===== src/rtl/swm_pkg.sv =====
package swm_pkg;

  // defaults for the top level parameters
  localparam int MAX_WINDOW_DEF   = 64;
  localparam int SAMPLE_WIDTH_DEF = 32;

  // width of the window length register
  localparam int CFG_WIDTH = 7;

  // control broadcast to every cell of the candidate row
  typedef struct packed {
    logic start;   // request opens a new sequence, row is cleared
    logic insert;  // request accepted: pop smaller values, append sample
    logic full;    // every candidate survives: row shifts toward the front, front is dropped
    logic pop;     // front leaves the window, row shifts toward the front
  } cell_ctl_t;

endpackage


===== src/rtl/swm_history.sv =====
module swm_history
  import swm_pkg::*;
#(
  parameter int MAX_WINDOW   = MAX_WINDOW_DEF,
  parameter int SAMPLE_WIDTH = SAMPLE_WIDTH_DEF,
  localparam int AW          = $clog2(MAX_WINDOW)
) (
  input  logic                    clk,
  input  logic                    wr_en,
  input  logic [AW-1:0]           wr_addr,
  input  logic [SAMPLE_WIDTH-1:0] wr_data,
  input  logic                    rd_en,
  input  logic [AW-1:0]           rd_addr,
  output logic [SAMPLE_WIDTH-1:0] rd_data
);

  logic [SAMPLE_WIDTH-1:0] mem [MAX_WINDOW];

  // one write port, one registered read port
  always_ff @(posedge clk) begin
    if (wr_en) begin
      mem[wr_addr] <= wr_data;
    end
    if (rd_en) begin
      rd_data <= mem[rd_addr];
    end
  end

endmodule


===== config.mk =====
export PLATFORM = sky130hd
export DESIGN_NAME = swm_history
export DESIGN_NICKNAME = d
export VERILOG_FILES = /design/src/rtl/swm_pkg.sv /design/src/rtl/swm_history.sv
export SDC_FILE = /design/constraint.sdc
export NUM_CORES = 2
export LEC_CHECK = 0
export BUFFER_PORTS_ARGS = -buffer_cell sky130_fd_sc_hd__buf_2
export CORE_MARGIN = 2
export CORE_UTILIZATION = 53
export CTS_CLUSTER_SIZE = 25
export DETAILED_ROUTE_END_ITERATION = 8
export PLACE_DENSITY = 0.74
export SYNTH_ARGS = -nofsm -noshare
export SYNTH_HDL_FRONTEND = slang
export SYNTH_SLANG_ARGS = --single-unit

===== constraint.sdc =====
create_clock -name clk -period 4.8 [get_ports clk]
set_clock_uncertainty 0.2 [all_clocks]
set_input_delay 0.48 -clock clk [delete_from_list [all_inputs] [get_ports clk]]
set_output_delay 0.48 -clock clk [all_outputs]
set_load 0.03 [all_outputs]

==> impl_metrics.py <==
metrics = {
    "timing": {
        "tightest_slew_ns": 1.332,
        "tns_ns": 0,
        "fin_crit_sh_pct": 72.67,
        "max_freq_ghz": 0.2867,
        "report.final.slew_viol_count": 0,
        "hold_viol": 0,
        "slew_headroom_pct": 11.23,
        "setup_viol": 0,
        "period_minus_slack_ns": 3.488,
        "rsz0062_at_grt": "no",
    },
    "hold_path": {
        "min_path_type": "input pin to flop",
    },
    "global_route": {
        "grt_max_degree": 66,
        "grt_pass1_wl_um": 284200,
        "grt.total_usage_pct": 26.63,
        "antenna_found_initial": 19,
        "overflow": 0,
        "grt_pass1_vias": 38190,
    },
    "synthesis": {
        "ys_seq_area_share_pct": 79.23,
        "syn_area_sq_mm": 0.07884,
        "synth.distinct_cells": 33,
        "yosysTopAreaCellShare_pct": 79.23,
        "synth.area.top_cells": "edfxtp_1, mux4_2, mux2i_1, o22ai_1, nor2_1",
        "syn_inst": 3324,
        "synth_common_cells": "edfxtp_1, mux4_2, nor2_1, mux2i_1, o22ai_1",
        "async_flop_share_pct": 0,
        "yosys.area.top_type": "edfxtp_1",
        "synth_edf_count": 2080,
        "synth_nets": 3371,
        "ys.flop_type": "edfxtp_1",
        "syn_area_per_cell_sq_um": 23.72,
        "synth_most_common_cell": "edfxtp_1",
        "synth_warnings": 0,
        "synth.ff_latch_count": 2080,
    },
    "worst_setup_path": {
        "setup.worst_path.end_class": "flop",
        "cp_max_fo": 50,
        "path_cells": "buf_8 -> buf_12 -> buf_4 -> mux4_2 -> mux4_2 -> o22ai_1 -> nor2_1",
        "cp_num_buf_inv": 3,
        "arrival_ns": 3.82,
        "cp_top_family": "buffers and inverters",
        "path_class": "input pin to flop",
        "required_ns": 5.13,
        "cp_slowest_cell": "o22ai_1",
        "max_stage_delay_ns": 1.00,
        "cp-start-kind": "input pin",
        "cpMostUsedCell": "mux4_2",
    },
    "finish": {
        "area_growth_pct": 13.57,
        "layout-drive-gt1-share_pct": 30.89,
        "nets": 3662,
        "stdcell_area_sq_mm": 0.08953,
    },
    "route": {
        "viasPerCell": 6.686,
        "wirelength_met1_um": 72220,
        "wl_met2_um": 95280,
        "first_iter_violations": 6244,
        "drcViolationCount": 0,
        "wl_met3_um": 24450,
        "wl_per_cell_um": 34.98,
        "via_count": 38210,
        "first_pass_iters": 8,
        "final_antenna_net_count": 0,
        "highest_layer": "met5",
        "wirelength_um": 199900,
    },
    "clock_network": {
        "ctsLongestPathBuffers": 3,
        "clk_pin_slew_worst_paths_ns": 0.06,
        "cts_tree": "done",
        "htree_levels": 4,
        "cts-root-buf": "clkbuf_16",
        "cts_repair_resize_count": 0,
        "cts.sinks": 2080,
        "cts_buffers": 195,
        "clkLatencyLatePin_ns": 0.84,
    },
    "placement": {
        "place.gp.congestion": 0.8391,
        "placed_cell_area_sq_mm": 0.08300,
        "dp_hpwl_um": 112800,
        "numPortBuffers": 78,
    },
    "power_and_ir_drop": {
        "leakagePower_nw": 27.97,
        "power.density_mw_per_mm2": 421.7,
        "ir_drop_mv": 0.2865,
    },
    "floorplan": {
        "rows": 141,
        "start_util_pct": 53.39,
        "io_pins": 79,
        "fp.dieArea_sq_mm": 0.1518,
        "dieHeight_um": 389.7,
        "core_area_sq_mm": 0.1477,
        "fp.dieW_um": 389.7,
    },
    "run_status": {
        "status": "finished clean",
    },
    "run": {
        "maxCapViolations": 0,
    },
}
-- routing by layer --
layer	GRT usage, %	vias to the layer above
met1	37.52	20090
met5	0	-
met2	41.31	2762
met4	9.887	18
met3	6.136	445
li1	-	14890
-- stage by stage --
step	setup slack, ns	cells	hold slack, ns	utilization (%)	power [mW]
5_1_grt	1.381	5711	0.07696	60.63	38.60
4_1_cts	1.418	5708	0.05488	60.62	37.87
6_report	1.312	5714	0.1015	60.63	37.75
3_3_place_gp	0.5480	5343	0.5918	56.21	22.47
3_5_place_dp	0.5305	5343	0.6026	56.21	22.51
2_1_floorplan	0.9602	3324	0.3789	-	21.60
-- worst paths after layout --
path                                   from          end  slack, ns  depth (start not counted)
worst max-delay path             rd_addr[0]  rd_data[16]       1.31                          7
worst min-delay path                  rd_en   rd_data[5]       0.10                          1
worst max register to register  mem[12][16]  rd_data[16]       1.70                          4
worst min register to register   mem[28][8]   rd_data[8]       0.62                          4
-- cell type report --
type                    count  area [sq um]
diodes                      6         15.01
repair buffers            276          2212
fillers                  9598         58130
clock buffers             236          5076
multi-input cells        1062         15970
flip-flops and latches   2080         62460
clock inverters           124          1385
well taps                1930          2415
-- cells in the final DEF (no fill, tap or decap), types with 7 or more instances in the layout --
cell	netlist	routed
mux4_2	544	544
a22oi_1	12	12
a21oi_1	62	62
edfxtp_1	2080	2080
clkbuf_16	0	197
nor2_4	0	62
clkinv_2	0	41
buf_2	57	73
nor2_1	137	75
clkinv_1	0	38
o221ai_1	27	27
mux2i_1	93	93
clkbuf_1	74	39
a311oi_1	8	8
o22ai_1	84	84
nand2_1	26	26
clkinvlp_4	0	7
buf_12	0	23
buf_4	25	172
bufinv_16	0	25
nand2b_1	8	7
nor2b_1	15	15
-- sequential cells by signal, indices dropped and copies added, names as in the netlist --
signal   count
rd_data     32
mem       2048
-- report_power, final --
| group | leakage (nW) | switching (mW) | internal [mW] | total (mW) |
|---|---|---|---|---|
| clock | 3.15 | 6.69 | 8.91 | 15.6 |
| sequential | 18.7 | 0.0683 | 20.2 | 20.2 |
| combinational | 6.09 | 1.25 | 0.690 | 1.94 |
-- kinds of logic after synthesis --
family,synth area share [%]
AO/OA/AOI/OAI,1.666
buffers and inverters,1.124
flip-flops,79.23
multiplexers,16.72
AND/OR/NAND/NOR,1.260
-- repair_timing --
action,CTS,global route
buffers inserted,0,0
endpoints found under the hold margin,26,0
hold buffers,5,0
(Power assumes the default switching activity.)
