`src/rtl/swm_pkg.sv`:
```
package swm_pkg;

  // defaults for the top level parameters
  localparam int MAX_WINDOW_DEF   = 64;
  localparam int SAMPLE_WIDTH_DEF = 32;

  // width of the window length register
  localparam int CFG_WIDTH = 7;

  // control broadcast to every cell of the candidate row
  typedef struct packed {
    logic start;   // request opens a new sequence, row is cleared
    logic insert;  // request accepted: pop smaller values, append sample
    logic full;    // every candidate survives: row shifts toward the front, front is dropped
    logic pop;     // front leaves the window, row shifts toward the front
  } cell_ctl_t;

endpackage

```
`src/rtl/swm_cell.sv`:
```
module swm_cell
  import swm_pkg::*;
#(
  parameter int SAMPLE_WIDTH = SAMPLE_WIDTH_DEF
) (
  input  logic                           clk,
  input  logic                           rst,
  input  cell_ctl_t                      ctl,
  input  logic signed [SAMPLE_WIDTH-1:0] sample,
  input  logic                           keep_prev,
  input  logic signed [SAMPLE_WIDTH-1:0] nxt_val,
  input  logic                           nxt_vld,
  output logic signed [SAMPLE_WIDTH-1:0] val,
  output logic                           vld,
  output logic                           keep
);

  // candidate survives when it is not smaller than the new sample
  assign keep = !ctl.start && vld && (val >= sample);

  // occupancy
  always_ff @(posedge clk) begin
    if (rst) begin
      vld <= 1'b0;
    end else if (ctl.insert) begin
      if (ctl.full) begin
        vld <= nxt_vld;
      end else if (!keep) begin
        vld <= keep_prev;
      end
    end else if (ctl.pop) begin
      vld <= nxt_vld;
    end
  end

  // candidate value
  always_ff @(posedge clk) begin
    if (ctl.insert) begin
      if (ctl.full) begin
        val <= nxt_val;
      end else if (!keep && keep_prev) begin
        val <= sample;
      end
    end else if (ctl.pop) begin
      val <= nxt_val;
    end
  end

endmodule

```
`config.mk`:
```
export PLATFORM = sky130hd
export DESIGN_NAME = swm_cell
export DESIGN_NICKNAME = d
export VERILOG_FILES = /design/src/rtl/swm_pkg.sv /design/src/rtl/swm_cell.sv
export SDC_FILE = /design/constraint.sdc
export NUM_CORES = 1
export LEC_CHECK = 0
export ABC_AREA = 1
export BUFFER_PORTS_ARGS = -buffer_cell sky130_fd_sc_hd__buf_4
export CORE_ASPECT_RATIO = 0.8
export CORE_UTILIZATION = 35
export CTS_CLUSTER_DIAMETER = 200
export DETAILED_ROUTE_END_ITERATION = 10
export GPL_TIMING_DRIVEN = 0
export PLACE_DENSITY = 0.7
export SYNTH_ARGS = -nofsm -noshare
export SYNTH_HDL_FRONTEND = slang
export SYNTH_SLANG_ARGS = --single-unit
```
`constraint.sdc`:
```
create_clock -name clk -period 4.3 [get_ports clk]
set_input_delay 0.215 -clock clk [delete_from_list [all_inputs] [get_ports clk]]
set_output_delay 0.215 -clock clk [all_outputs]
set_load 0.02 [all_outputs]
```
==> report_table.html <==
<table>
<tr><th>Metric</th><th>Value</th></tr>
<tr><th colspan="2">STA</th></tr>
<tr><td>Final critical path time including I/O delays and setup</td><td>2.82 ns</td></tr>
<tr><td>Max transition margin</td><td>0.470</td></tr>
<tr><td>Slew @ Worst Pin</td><td>0.795 ns</td></tr>
<tr><td>Final worst path period share</td><td>0.656</td></tr>
<tr><td>Hold Violations, Final</td><td>0</td></tr>
<tr><td>Unrepaired setup endpoints after global routing</td><td>false</td></tr>
<tr><td>Final setup slack of the worst path</td><td>1.48 ns</td></tr>
<tr><td>Max Clk Rate</td><td>354 MHz</td></tr>
<tr><td>Clk_skew</td><td>0.00549 ns</td></tr>
<tr><td>Final setup viols</td><td>0</td></tr>
<tr><td>Final count of pins violating max slew</td><td>0</td></tr>
<tr><td>Total Neg Setup Slack</td><td>0 ns</td></tr>
<tr><th colspan="2">Power</th></tr>
<tr><td>Leakage component of the power</td><td>1.71 nW</td></tr>
<tr><td>Power per cell area</td><td>291 mW/mm²</td></tr>
<tr><td>Fraction of power consumed by combinational cells</td><td>0.307</td></tr>
<tr><td>Relative contribution of the clock network to total power</td><td>0.257</td></tr>
<tr><td>Sw Share</td><td>0.303</td></tr>
<tr><td>Power spent charging and discharging nets</td><td>0.287 mW</td></tr>
<tr><td>Peak supply drop</td><td>0.141 mV</td></tr>
<tr><td>Sequential share of power</td><td>0.435</td></tr>
<tr><td>Cell internal power dissipation</td><td>0.660 mW</td></tr>
<tr><th colspan="2">Clock network</th></tr>
<tr><td>Clock latency at the later pin of the worst-skew pair</td><td>0.28 ns</td></tr>
<tr><td>Number of cells upsized or downsized after cts</td><td>0</td></tr>
<tr><td>Setup bufs post-CTS</td><td>0</td></tr>
<tr><td>Clock tree from TritonCTS</td><td>done</td></tr>
<tr><td>Number of buffers inserted during clock tree synthesis</td><td>5</td></tr>
<tr><td>Longest Clk Path Bufs</td><td>2</td></tr>
<tr><td>Post-CTS clock slew at the launch and capture registers of the worst setup and hold paths</td><td>0.07 ns</td></tr>
<tr><td>CTS sink count</td><td>33</td></tr>
<tr><td>H-tree depth</td><td>2</td></tr>
<tr><td>Hold bufs inserted after CTS</td><td>0</td></tr>
<tr><td>Clock tree root driver cell</td><td>sky130_fd_sc_hd__clkbuf_8</td></tr>
<tr><th colspan="2">Setup path</th></tr>
<tr><td>Arrival time worst endpoint</td><td>2.73 ns</td></tr>
<tr><td>R2r setup slk</td><td>1.48 ns</td></tr>
<tr><td>Origin of the critical flop-to-flop path</td><td>val[13]$_DFFE_PP_</td></tr>
<tr><td>Worst reg2reg endpoint</td><td>val[27]$_DFFE_PP_</td></tr>
<tr><td>CP endpoint kind</td><td>flop</td></tr>
<tr><td>Worst Path Max Fanout</td><td>32</td></tr>
<tr><td>Critical Path RT</td><td>4.21 ns</td></tr>
<tr><td>Worst Reg-to-Reg Cells</td><td>11</td></tr>
<tr><td>Type of origin of the critical path</td><td>flop</td></tr>
<tr><td>Worst setup path category</td><td>flop to flop</td></tr>
<tr><th colspan="2">Synthesis</th></tr>
<tr><td>Part of the Yosys area used for sequential elements</td><td>0.432</td></tr>
<tr><td>Post-synth design cell area</td><td>0.00227 mm²</td></tr>
<tr><td>Async set-or-reset flop fraction in the synthesized netlist</td><td>0</td></tr>
<tr><td>Seq cells post-synth</td><td>33</td></tr>
<tr><td>Net count after synthesis</td><td>365</td></tr>
<tr><td>Avg Inst Size Synth</td><td>8.69 µm²</td></tr>
<tr><td>Dominant register cell in the synthesized netlist</td><td>sky130_fd_sc_hd__edfxtp_1</td></tr>
<tr><td>Post-synth EDFFs</td><td>32</td></tr>
<tr><td>Warnings, synthesis</td><td>0</td></tr>
<tr><td>Synthesized netlist cell count</td><td>261</td></tr>
<tr><td>Count of distinct cell types in the synthesized netlist</td><td>27</td></tr>
<tr><th colspan="2">Routing</th></tr>
<tr><td>Via density</td><td>4.64</td></tr>
<tr><td>Total length of routed wires</td><td>5.75 mm</td></tr>
<tr><td>Iter 0 DRT Violations</td><td>70</td></tr>
<tr><td>Total via count after detailed routing</td><td>2113</td></tr>
<tr><td>Drc violations</td><td>0</td></tr>
<tr><td>Post-detailed-route wirelength per cell</td><td>12.6 µm</td></tr>
<tr><td>Antenna-violating nets left</td><td>0</td></tr>
<tr><td>Number of detailed-route iterations in the first pass</td><td>4</td></tr>
<tr><th colspan="2">Floorplanning</th></tr>
<tr><td>Vertical die dimension</td><td>74.0 µm</td></tr>
<tr><td>Core outline area</td><td>0.00607 mm²</td></tr>
<tr><td>Top-level I/O count</td><td>106</td></tr>
<tr><td>Die ar.</td><td>0.00681 mm²</td></tr>
<tr><td>Starting Density</td><td>0.374</td></tr>
<tr><td>Die outline width</td><td>92.0 µm</td></tr>
<tr><td>Number of rows created at floorplan</td><td>25</td></tr>
<tr><th colspan="2">Global routing</th></tr>
<tr><td>Global-route wire length before repair</td><td>9.14 mm</td></tr>
<tr><td>Leftover overflow at the end of global routing</td><td>0</td></tr>
<tr><td>Initial antenna violation count</td><td>0</td></tr>
<tr><td>Aggregate global-route resource usage</td><td>0.173</td></tr>
<tr><td>Vias in the first global route</td><td>2023</td></tr>
<tr><td>Maximum number of pins on one net before global-route repair</td><td>33</td></tr>
<tr><th colspan="2">Flow run</th></tr>
<tr><td>Max Cap Violations</td><td>0</td></tr>
<tr><th colspan="2">Finish</th></tr>
<tr><td>Share of layout cells above drive strength 1</td><td>0.337</td></tr>
<tr><td>Count of inserted antenna diode cells</td><td>0</td></tr>
<tr><td>Layout area overhead</td><td>43.2%</td></tr>
<tr><td>Most common cell after layout, fill and taps aside</td><td>sky130_fd_sc_hd__buf_4</td></tr>
<tr><td>Number of nets in the layout</td><td>477</td></tr>
<tr><td>Commonest cells after routing, fill and taps aside</td><td>sky130_fd_sc_hd__buf_4, sky130_fd_sc_hd__nand2_1, sky130_fd_sc_hd__inv_1</td></tr>
<tr><th colspan="2">Outcome</th></tr>
<tr><td>Status</td><td>completed</td></tr>
<tr><th colspan="2">Placed design</th></tr>
<tr><td>Dpl hpwl</td><td>4.55 mm</td></tr>
<tr><td>Worst setup timing slack at the placement stage</td><td>1.48 ns</td></tr>
<tr><td>Final weighted congestion in routability-driven placement</td><td>0.770</td></tr>
<tr><td>PortBufs</td><td>105</td></tr>
<tr><th colspan="2">Worst hold path</th></tr>
<tr><td>Terminating pin of the worst hold path</td><td>vld$_SDFFE_PP0P_</td></tr>
<tr><td>HP Start</td><td>rst</td></tr>
<tr><td>Hold WC Path Type</td><td>input pin to flop</td></tr>
<tr><td>Worst hold path cell count</td><td>4</td></tr>
</table>
==> power by group through the flow <==
stage          combinational [mW]  clock, mW  sequential [mW]
2_1_floorplan               0.121          0            0.455
3_3_place_gp                0.285          0            0.418
3_5_place_dp                0.292          0            0.419
4_1_cts                     0.294      0.249            0.412
5_1_grt                     0.328      0.261            0.416
6_report                    0.291      0.244            0.412
==> final cells by class <==
class	count	area, µm²
fill	601	2820
clock buffer	8	90.1
buffer	6	22.5
timing repair buffer	105	788
multi-input combinational	177	1100
sequential	33	981
tap	81	101
inverter	45	169
==> critical path, cell delays in order (launching register included) <==
cell and delay, ns:
sky130_fd_sc_hd__edfxtp_1 0.42, sky130_fd_sc_hd__ha_1 0.31, sky130_fd_sc_hd__a21oi_1 0.16, sky130_fd_sc_hd__o21ai_0 0.10, sky130_fd_sc_hd__a21oi_1 0.25, sky130_fd_sc_hd__nand2_1 0.09, sky130_fd_sc_hd__nand2_1 0.08, sky130_fd_sc_hd__nand2_1 0.05
sky130_fd_sc_hd__nand2_1 0.07, sky130_fd_sc_hd__nand3_2 0.09, sky130_fd_sc_hd__nand3_2 0.10, sky130_fd_sc_hd__and3_2 0.72
==> worst max-delay path by stage <==
| stage | from | to | slack [ns] | cells after the start |
|---|---|---|---|---|
| 3_5_place_dp | val[23]$_DFFE_PP_ | val[21]$_DFFE_PP_ | 1.48 | 10 |
| 5_1_grt | val[23]$_DFFE_PP_ | val[1]$_DFFE_PP_ | 1.28 | 10 |
| 3_3_place_gp | val[31]$_DFFE_PP_ | val[20]$_DFFE_PP_ | 0.97 | 10 |
| 4_1_cts | val[31]$_DFFE_PP_ | val[6]$_DFFE_PP_ | 1.46 | 10 |
| 6_report | val[13]$_DFFE_PP_ | val[27]$_DFFE_PP_ | 1.48 | 11 |
| 2_1_floorplan | val[31]$_DFFE_PP_ | val[0]$_DFFE_PP_ | 1.45 | 10 |
==> cell usage after synthesis, types with 2 or more instances <==
master,instances,share of area
sky130_fd_sc_hd__a21oi_1,15,0.033
sky130_fd_sc_hd__inv_2,4,0.0066
sky130_fd_sc_hd__nand3_1,3,0.0066
sky130_fd_sc_hd__inv_1,41,0.068
sky130_fd_sc_hd__o21ai_0,32,0.071
sky130_fd_sc_hd__nor2_2,2,0.0055
sky130_fd_sc_hd__o21ai_1,3,0.0066
sky130_fd_sc_hd__a21o_1,2,0.0066
sky130_fd_sc_hd__nor2_1,7,0.012
sky130_fd_sc_hd__ha_1,32,0.18
sky130_fd_sc_hd__nand3_2,3,0.013
sky130_fd_sc_hd__clkbuf_1,5,0.0083
sky130_fd_sc_hd__edfxtp_1,32,0.42
sky130_fd_sc_hd__nand2_1,66,0.11
sky130_fd_sc_hd__nand4_1,2,0.0055
==> per-stage QoR <==
stage	hold WS, ns	util	std cells	area [µm²]	power (mW)
after floorplan	0.359	-	261	2270	0.576
after global placement	0.451	0.520	447	3160	0.704
after detailed placement	0.459	0.521	447	3160	0.711
after CTS	0.153	0.535	455	3250	0.956
after global routing	0.177	0.535	455	3250	1.00
final	0.161	0.535	455	3250	0.947
==> flip-flops by register name, indices dropped and copies added (netlist names) <==
register / cells
val: 32
vld: 1
==> cells by family after synthesis <==
logic type               share of synthesized area
AND/OR/NAND/NOR                              0.183
AO/OA/AOI/OAI                                0.124
buffers and inverters                       0.0844
flip-flops                                   0.432
adder cells (fa/ha/maj)                      0.177
==> routing by layer <==
metal | global-route usage | wire (µm)
met4 | 0.0417 | 35
met2 | 0.285 | 2640
met1 | 0.227 | 2680
met5 | 0 | 0
met3 | 0.0491 | 398
Power figures use the tool's default switching activity.
